**src/design/red_pkg.sv**
```systemverilog
// Shared types, constants and command codes for the rounded Euclidean distance row block.
package red_pkg;

    localparam int MAX_POINTS_DEF = 64;
    localparam int COORD_BITS_DEF = 16;
    localparam int ROW_LIMIT = 64;
    localparam logic [6:0] COUNT_RESET = 7'd64;
    localparam logic [16:0] DIST_MAX = 17'd131071;

    localparam logic [1:0] CMD_LOAD = 2'd0;
    localparam logic [1:0] CMD_ROW = 2'd1;
    localparam logic [1:0] CMD_ERR = 2'd2;

    typedef struct packed {
        logic              action;
        logic [5:0]        point_index;
        logic signed [15:0] x_coord;
        logic signed [15:0] y_coord;
        logic [5:0]        customer;
    } in_item_t;

    typedef struct packed {
        logic [5:0]  column;
        logic        to_depot;
        logic [16:0] distance;
        logic        status;
        logic        last;
    } result_t;

    typedef struct packed {
        logic [1:0]         kind;
        logic [5:0]         index;
        logic signed [15:0] x_coord;
        logic signed [15:0] y_coord;
        logic [5:0]         last_target;
    } cmd_t;

endpackage

```
**src/design/red_ram.sv**
```systemverilog
// Generic single-write, single-read RAM with registered read data.
module red_ram #(
    parameter int WIDTH = 32,
    parameter int DEPTH = 64
) (
    input  logic                     clk,
    input  logic                     we,
    input  logic [$clog2(DEPTH)-1:0] waddr,
    input  logic [WIDTH-1:0]         wdata,
    input  logic [$clog2(DEPTH)-1:0] raddr,
    output logic [WIDTH-1:0]         rdata
);

    logic [WIDTH-1:0] mem [DEPTH];

    always_ff @(posedge clk)
    begin
        if (we)
        begin
            mem[waddr] <= wdata;
        end
        rdata <= mem[raddr];
    end

endmodule

```
**src/design/red_front.sv**
```systemverilog
// Front end: point count register, range checks and a two-entry command queue.
module red_front import red_pkg::*; #(
    parameter int MAX_POINTS = MAX_POINTS_DEF
) (
    input  logic     clk,
    input  logic     rst_n,
    input  logic     start,
    output logic     busy,
    input  in_item_t item,
    input  logic     count_we,
    input  logic [6:0] count_wdata,
    output logic     cmd_valid,
    output cmd_t     cmd,
    input  logic     cmd_pop
);

    localparam int LIMIT = (MAX_POINTS < ROW_LIMIT) ? MAX_POINTS : ROW_LIMIT;

    logic [6:0] count_reg;
    logic [1:0] fill_reg;
    logic       wptr_reg;
    logic       rptr_reg;
    cmd_t       queue_reg [2];
    logic [6:0] eff_count;
    logic       push;
    cmd_t       new_cmd;

    assign eff_count = (count_reg > 7'(LIMIT)) ? 7'(LIMIT) : count_reg;
    assign busy = (fill_reg == 2'd2);
    assign push = start && !busy;
    assign cmd_valid = (fill_reg != 2'd0);
    assign cmd = queue_reg[rptr_reg];

    always_comb
    begin
        new_cmd.index = item.point_index;
        new_cmd.x_coord = item.x_coord;
        new_cmd.y_coord = item.y_coord;
        new_cmd.last_target = 6'(eff_count - 7'd1);
        if (item.action)
        begin
            new_cmd.index = item.customer;
            new_cmd.kind = (({1'b0, item.customer} + 7'd1) < eff_count) ? CMD_ROW : CMD_ERR;
        end
        else
        begin
            new_cmd.kind = ({1'b0, item.point_index} < eff_count) ? CMD_LOAD : CMD_ERR;
        end
    end

    always_ff @(posedge clk or negedge rst_n)
    begin
        if (!rst_n)
        begin
            count_reg <= COUNT_RESET;
            fill_reg <= 2'd0;
            wptr_reg <= 1'b0;
            rptr_reg <= 1'b0;
        end
        else
        begin
            if (count_we)
            begin
                count_reg <= count_wdata;
            end
            if (push)
            begin
                wptr_reg <= !wptr_reg;
            end
            if (cmd_pop)
            begin
                rptr_reg <= !rptr_reg;
            end
            fill_reg <= fill_reg + 2'(push) - 2'(cmd_pop);
        end
    end

    always_ff @(posedge clk)
    begin
        if (push)
        begin
            queue_reg[wptr_reg] <= new_cmd;
        end
    end

`ifndef SYNTHESIS
    a_no_pop_empty: assert property (@(posedge clk) disable iff (!rst_n)
        cmd_pop |-> fill_reg != 2'd0)
        else $error("pop from empty command queue");
    a_fill_track: assert property (@(posedge clk) disable iff (!rst_n)
        (push && !cmd_pop) |=> fill_reg == $past(fill_reg) + 2'd1)
        else $error("queue fill count lost a push");
    a_ptr_match: assert property (@(posedge clk) disable iff (!rst_n)
        (fill_reg == 2'd0 || fill_reg == 2'd2) |-> wptr_reg == rptr_reg)
        else $error("queue pointers disagree with fill count");
`endif

endmodule

```
**src/design/red_back.sv**
```systemverilog
// Back end: point memory, distance datapath with bit-serial square root, result register.
module red_back import red_pkg::*; #(
    parameter int MAX_POINTS = MAX_POINTS_DEF,
    parameter int COORD_BITS = COORD_BITS_DEF
) (
    input  logic    clk,
    input  logic    rst_n,
    input  logic    cmd_valid,
    input  cmd_t    cmd,
    output logic    cmd_pop,
    output result_t result,
    output logic    result_valid
);

    localparam int AW = (MAX_POINTS > 1) ? $clog2(MAX_POINTS) : 1;
    localparam int CB = COORD_BITS;
    localparam int MW = CB + 1;
    localparam int SW = 2 * MW;
    localparam int NSTEP = SW / 2;
    localparam int STW = $clog2(NSTEP + 1);

    localparam logic [3:0] ST_IDLE = 4'd0;
    localparam logic [3:0] ST_RDA = 4'd1;
    localparam logic [3:0] ST_LATA = 4'd2;
    localparam logic [3:0] ST_DIFF = 4'd3;
    localparam logic [3:0] ST_SQX = 4'd4;
    localparam logic [3:0] ST_SQY = 4'd5;
    localparam logic [3:0] ST_SUM = 4'd6;
    localparam logic [3:0] ST_ISQ = 4'd7;
    localparam logic [3:0] ST_EMIT = 4'd8;
    localparam logic [3:0] ST_RDB = 4'd9;

    logic [3:0]     state_reg;
    logic [3:0]     state_next;
    logic [5:0]     cust_reg;
    logic [5:0]     last_reg;
    logic [5:0]     t_reg;
    logic [CB-1:0]  ax_reg;
    logic [CB-1:0]  ay_reg;
    logic [MW-1:0]  dx_reg;
    logic [MW-1:0]  dy_reg;
    logic [SW-1:0]  p1_reg;
    logic [SW-1:0]  p2_reg;
    logic [SW-1:0]  rem_reg;
    logic [SW-1:0]  root_reg;
    logic [SW-1:0]  bit_reg;
    logic [STW-1:0] step_reg;
    result_t        res_reg;
    logic           res_valid_reg;

    logic            ram_we;
    logic [AW-1:0]   ram_waddr;
    logic [2*CB-1:0] ram_wdata;
    logic [AW-1:0]   ram_raddr;
    logic [2*CB-1:0] ram_rdata;

    logic [MW-1:0] diff_x;
    logic [MW-1:0] diff_y;
    logic [SW-1:0] sq_x;
    logic [SW-1:0] sq_y;
    logic [SW-1:0] trial;
    logic [SW-1:0] rounded;
    logic [16:0]   dist_sat;

    red_ram #(.WIDTH(2 * CB), .DEPTH(MAX_POINTS)) u_ram (
        .clk   (clk),
        .we    (ram_we),
        .waddr (ram_waddr),
        .wdata (ram_wdata),
        .raddr (ram_raddr),
        .rdata (ram_rdata)
    );

    assign cmd_pop = (state_reg == ST_IDLE) && cmd_valid;
    assign ram_we = cmd_pop && (cmd.kind == CMD_LOAD);
    assign ram_waddr = AW'(cmd.index);
    assign ram_wdata = {CB'(cmd.x_coord), CB'(cmd.y_coord)};
    assign ram_raddr = (state_reg == ST_RDA) ? AW'(cust_reg + 6'd1) : AW'(t_reg);

    assign diff_x = {ax_reg[CB-1], ax_reg}
                  - {ram_rdata[2*CB-1], ram_rdata[2*CB-1:CB]};
    assign diff_y = {ay_reg[CB-1], ay_reg} - {ram_rdata[CB-1], ram_rdata[CB-1:0]};
    assign sq_x = dx_reg * dx_reg;
    assign sq_y = dy_reg * dy_reg;
    assign trial = root_reg + bit_reg;
    assign rounded = root_reg + SW'(rem_reg > root_reg);
    assign dist_sat = (rounded > SW'(DIST_MAX)) ? DIST_MAX : rounded[16:0];
    assign result = res_reg;
    assign result_valid = res_valid_reg;

    always_comb
    begin
        state_next = state_reg;
        case (state_reg)
            ST_IDLE:
            begin
                if (cmd_pop && cmd.kind == CMD_ROW)
                begin
                    state_next = ST_RDA;
                end
            end
            ST_RDA:  state_next = ST_LATA;
            ST_LATA: state_next = ST_DIFF;
            ST_DIFF: state_next = ST_SQX;
            ST_SQX:  state_next = ST_SQY;
            ST_SQY:  state_next = ST_SUM;
            ST_SUM:  state_next = ST_ISQ;
            ST_ISQ:
            begin
                if (step_reg == STW'(NSTEP - 1))
                begin
                    state_next = ST_EMIT;
                end
            end
            ST_EMIT: state_next = (t_reg == last_reg) ? ST_IDLE : ST_RDB;
            ST_RDB:  state_next = ST_DIFF;
            default: state_next = ST_IDLE;
        endcase
    end

    always_ff @(posedge clk or negedge rst_n)
    begin
        if (!rst_n)
        begin
            state_reg <= ST_IDLE;
            res_valid_reg <= 1'b0;
        end
        else
        begin
            state_reg <= state_next;
            res_valid_reg <= (cmd_pop && cmd.kind != CMD_ROW) || (state_reg == ST_EMIT);
        end
    end

    always_ff @(posedge clk)
    begin
        case (state_reg)
            ST_IDLE:
            begin
                cust_reg <= cmd.index;
                last_reg <= cmd.last_target;
                t_reg <= 6'd0;
                res_reg.column <= 6'd0;
                res_reg.to_depot <= 1'b0;
                res_reg.distance <= 17'd0;
                res_reg.status <= (cmd.kind == CMD_ERR);
                res_reg.last <= 1'b1;
            end
            ST_LATA:
            begin
                ax_reg <= ram_rdata[2*CB-1:CB];
                ay_reg <= ram_rdata[CB-1:0];
            end
            ST_DIFF:
            begin
                dx_reg <= diff_x[MW-1] ? -diff_x : diff_x;
                dy_reg <= diff_y[MW-1] ? -diff_y : diff_y;
            end
            ST_SQX: p1_reg <= sq_x;
            ST_SQY: p2_reg <= sq_y;
            ST_SUM:
            begin
                rem_reg <= p1_reg + p2_reg;
                root_reg <= '0;
                bit_reg <= SW'(1) << (SW - 2);
                step_reg <= '0;
            end
            ST_ISQ:
            begin
                if (rem_reg >= trial)
                begin
                    rem_reg <= rem_reg - trial;
                    root_reg <= (root_reg >> 1) + bit_reg;
                end
                else
                begin
                    root_reg <= root_reg >> 1;
                end
                bit_reg <= bit_reg >> 2;
                step_reg <= step_reg + STW'(1);
            end
            ST_EMIT:
            begin
                res_reg.column <= (t_reg == 6'd0) ? 6'd0 : t_reg - 6'd1;
                res_reg.to_depot <= (t_reg == 6'd0);
                res_reg.distance <= dist_sat;
                res_reg.status <= 1'b0;
                res_reg.last <= (t_reg == last_reg);
                t_reg <= t_reg + 6'd1;
            end
            default:
            begin
            end
        endcase
    end

`ifndef SYNTHESIS
    a_no_result_mid_root: assert property (@(posedge clk) disable iff (!rst_n)
        (state_reg == ST_ISQ) |=> !res_valid_reg)
        else $error("result strobe during square root");
    a_write_idle_only: assert property (@(posedge clk) disable iff (!rst_n)
        ram_we |-> state_reg == ST_IDLE)
        else $error("point memory written during a row");
    a_target_bound: assert property (@(posedge clk) disable iff (!rst_n)
        (state_reg == ST_EMIT) |-> t_reg <= last_reg)
        else $error("row target past last column");
    a_step_bound: assert property (@(posedge clk) disable iff (!rst_n)
        (state_reg == ST_ISQ) |-> step_reg < STW'(NSTEP))
        else $error("square root ran too many steps");
`endif

endmodule

```
**src/design/rounded_euclidean_distance_rows_top.sv**
```systemverilog
// Top level of the rounded Euclidean distance row block.
//
//  channel   | handshake              | payload
//  ----------+------------------------+---------------------------
//  command   | start / busy           | item (in_item_t)
//  result    | result_valid strobe    | result (result_t)
//  config    | count_we               | count_wdata (point count)
//
// A load transaction or a rejected transaction gives one registered result once the
// back end takes it from the command queue. A row transaction gives one result per
// point in use; each distance comes from the bit-serial square root unit, which
// retires one result bit per cycle. Reset clears the point count to 64 and empties
// the command queue; the point memory is not cleared and must be loaded before rows
// are requested. The receiver cannot stall: each result is on the ports for exactly
// one cycle. The two-entry command queue lets start accept up to two commands while
// a row is being computed.
module rounded_euclidean_distance_rows_top import red_pkg::*; #(
    parameter int MAX_POINTS = MAX_POINTS_DEF,
    parameter int COORD_BITS = COORD_BITS_DEF
) (
    input  logic       clk,
    input  logic       rst_n,
    input  logic       start,
    output logic       busy,
    input  in_item_t   item,
    input  logic       count_we,
    input  logic [6:0] count_wdata,
    output result_t    result,
    output logic       result_valid
);

    // Commands cross from the classifier to the datapath through the queue.
    logic cmd_valid;
    logic cmd_pop;
    cmd_t cmd;

    red_front #(.MAX_POINTS(MAX_POINTS)) u_front (
        .clk         (clk),
        .rst_n       (rst_n),
        .start       (start),
        .busy        (busy),
        .item        (item),
        .count_we    (count_we),
        .count_wdata (count_wdata),
        .cmd_valid   (cmd_valid),
        .cmd         (cmd),
        .cmd_pop     (cmd_pop)
    );

    // The back end owns the point memory, so loads stay ordered behind rows.
    red_back #(.MAX_POINTS(MAX_POINTS), .COORD_BITS(COORD_BITS)) u_back (
        .clk          (clk),
        .rst_n        (rst_n),
        .cmd_valid    (cmd_valid),
        .cmd          (cmd),
        .cmd_pop      (cmd_pop),
        .result       (result),
        .result_valid (result_valid)
    );

endmodule

```
**config.mk**
```make
export PLATFORM = sky130hd
export DESIGN_NAME = rounded_euclidean_distance_rows_top
export DESIGN_NICKNAME = d
export VERILOG_FILES = /design/src/design/red_pkg.sv /design/src/design/red_ram.sv /design/src/design/red_front.sv /design/src/design/red_back.sv /design/src/design/rounded_euclidean_distance_rows_top.sv
export SDC_FILE = /design/constraint.sdc
export NUM_CORES = 2
export LEC_CHECK = 0
export ABC_AREA = 1
export BUFFER_PORTS_ARGS = -buffer_cell sky130_fd_sc_hd__clkbuf_2
export CORE_AREA = 5 5 542 544
export DETAILED_ROUTE_END_ITERATION = 10
export DIE_AREA = 0 0 547 549
export PLACE_DENSITY_LB_ADDON = 0.1
export RECOVER_POWER = 50
export SYNTH_ARGS = -nofsm -noshare
export SYNTH_HDL_FRONTEND = slang
export SYNTH_SLANG_ARGS = --single-unit
```
**constraint.sdc**
```tcl
create_clock -name clk -period 5.73 [get_ports clk]
set_clock_uncertainty 0.05 [all_clocks]
set_input_delay 0.573 -clock clk [delete_from_list [all_inputs] [get_ports clk]]
set_output_delay 0.573 -clock clk [all_outputs]
set_load 0.05 [all_outputs]
```
==> results.ini <==
[run_status]
status=finished, violations left
violations=capacitance limit, slew limit

[clocking]
htreeDepth=5
cts_tree=yes
cts_root_buffer=clkbuf_16
cts_sinks=2454
clk_pin_slew_worst_paths_ns=0.05
clock_latency_ns=0.90
clockBufferDepth=4
cts-buffers-inserted=281

[setup_path]
end_kind=flop
required_ns=6.26
critPathMaxFanout=8
crit_type=reg2reg
worst_ep_arrival_time_ns=6.06
r2r_setup_slack_ns=0.20
worst_setup_path_start_kind=flop

[die]
num_io_pins=84
die-area_sq_mm=0.300
chipWidth_microns=547
rows=198
fp.dieH_microns=549
core_sq_mm=0.289
start_util_pct=44.7

[job]
drv_cap=46

[timing]
rsz0062_at_grt=true
setup_violations=0
drv_slew=1899
slew_headroom_pct=-155
period_minus_slack_ns=5.53
tightest_slew_ns=3.83
finalCritPeriodShare_pct=96.5
timing.final.hold_violations=0
clock.fmax_mhz=181

[global_routing]
grt_use_met2_pct=44.7
grt_pass1_vias=90300
grt.busiest_layer=met2
grt_usage_pct=25.3
use_met3_pct=2.55
grt_max_degree=132
grt_pass1_wl_microns=577000
antenna_found_initial=16
grt_overflow=0
grtUsageMet1_pct=32.1

[detailed_routing]
avgRoutedWirePerCell_microns=22.2
drc=0
ant_nets=0
dr.pass1.iters=5
vias_per_cell=5.24
drt_first_iter_violations=7485
routed_wl_microns=388000
dr_total_vias=91600

[synth]
async_reset_ff_share_pct=0.652
netlist_instances=13200
synth_top_family_by_area=simple AND/OR/NAND/NOR gates
synth_edf_count=2406
synth_seq_cells=2454
synth_fp_nets=14000
syn_area_per_cell_sq_um=9.82
ys.flop_type=edfxtp_1
yosysWarnings=0
synthSimpleGateAreaFrac_pct=20.3
synth_compound_area_share_pct=3.56
synth_fa_ha_area_share_pct=9.90
synth.area.mux_share_pct=0.349
seq_area_frac_synth_pct=56.7
synth_xor_area_share_pct=1.42
syn-cell-area_sq_mm=0.129
synth_cell_type_count=58

[layout]
final_common_cell=nand2_1
fin_area_sq_mm=0.146
drive_gt1_share_pct=7.95
largest_reg_flops=2048
seqCellArea_sq_mm=0.0733
nets=14300
multiInputGateArea_sq_mm=0.0472
most-common-layout-cells=4,189 x nand2_1, 2,406 x edfxtp_1, 1,902 x inv_1
area_growth_pct=13.0
fillCellCount=26300

[place]
place_area_sq_mm=0.136
gp_congestion=0.905
dp_hpwl_microns=248000
port_buffers=83

[worst_hold_path]
hold_class=in2reg

[synth_stat cells, types with 71 or more instances]
cell type | count | area [sq um]
a21oi_1 | 306 | 1530
buf_2 | 290 | 1450
buf_4 | 71 | 533
clkbuf_1 | 144 | 541
edfxtp_1 | 2406 | 72200
fa_1 | 383 | 7670
ha_1 | 410 | 5130
inv_1 | 1909 | 7170
nand2_1 | 4220 | 15800
nand3_1 | 1517 | 7590
nor2_1 | 491 | 1840
o211ai_1 | 141 | 1060
o21ai_0 | 254 | 1270
xor2_1 | 140 | 1230
[worst max-delay path, cell delays in order, from the launching register on]
cell	delay [ns]
edfxtp_1	0.42
buf_4	0.18
buf_4	0.18
nand2_2	0.07
inv_2	0.05
fa_1	0.53
inv_1	0.06
fa_2	0.56
inv_1	0.05
ha_1	0.19
fa_1	0.50
fa_1	0.54
inv_1	0.05
fa_1	0.47
inv_1	0.06
ha_4	0.22
buf_4	0.14
nand2_2	0.10
nor2_2	0.04
nor2_1	0.17
o21bai_2	0.12
nand2_1	0.09
nand3_2	0.13
buf_4	0.17
xor2_1	0.13
[area by class of cell]
type | instances | area share, %
Inverter | 1914 | 4.94
Sequential cell | 2454 | 50.2
Multi-Input combinational cell | 8224 | 32.3
Timing Repair Buffer | 590 | 3.16
Tap cell | 3800 | 3.26
Clock buffer | 359 | 5.09
Antenna cell | 4 | 0.00686
Clock inverter | 150 | 1.04
[final timing paths]
kind / start / to / cells past startpoint
max: u_back.dy_reg[4]$_DFFE_PP_ / u_back.p2_reg[25]$_DFFE_PP_ / 24
min: item[43] / u_front.queue_reg[1][43]$_DFFE_PP_ / 3
min in group asynchronous: rst_n / u_front.count_reg[1]$_DFFE_PN0P_ / 2
max in group asynchronous: rst_n / u_front.fill_reg[1]$_DFF_PN0_ / 2
min reg2reg: u_back.u_ram.rdata[15]$_DFF_P_ / u_back.ay_reg[15]$_DFFE_PP_ / 0
max reg2reg: u_back.dy_reg[4]$_DFFE_PP_ / u_back.p2_reg[25]$_DFFE_PP_ / 24
[metal layers]
layer,up-vias,wire [microns]
met2,2519,194000
met3,638,18200
met5,-,0
li1,43600,-
met1,44900,159000
met4,0,16700
[through the flow]
stage	setup slack, ns	TNS (ns)	hold WS (ns)	util (%)	instances
final	0.198	0	0.0946	50.5	17500
after global routing	-0.0501	-0.191	0.0702	50.5	17500
after CTS	-0.00893	-0.00893	0.00631	50.3	17500
after detailed placement	-0.108	-0.664	0.367	46.9	16900
after global placement	-0.114	-0.492	0.364	46.9	16900
after floorplan	0.00320	0	0.227	-	13200
[cell families (layout without fill, tap and decap cells)]
kind of cell / count (synthesis) / after routing
adders and majority gates: 793 / 793
muxes: 40 / 40
AOI/OAI and AO/OA: 799 / 799
buffers and inverters: 2487 / 3013
xor gates and xnor gates: 209 / 209
other: 0 / 4
DFF: 2454 / 2454
and+or+nand+nor: 6383 / 6383
[timing repair]
item / in CTS / in global routing
gates cloned: 0 / 0
endpoints found under the setup margin: 18 / 35
hold endpoints to repair: 95 / 0
pin swaps: 2 / 53
hold buffers: 59 / 0
buffers inserted: 17 / 19
gates resized for setup: 14 / 154
Power is not shown: default switching activity piles up to over one toggle a cycle in this logic, so the estimate is an artifact.
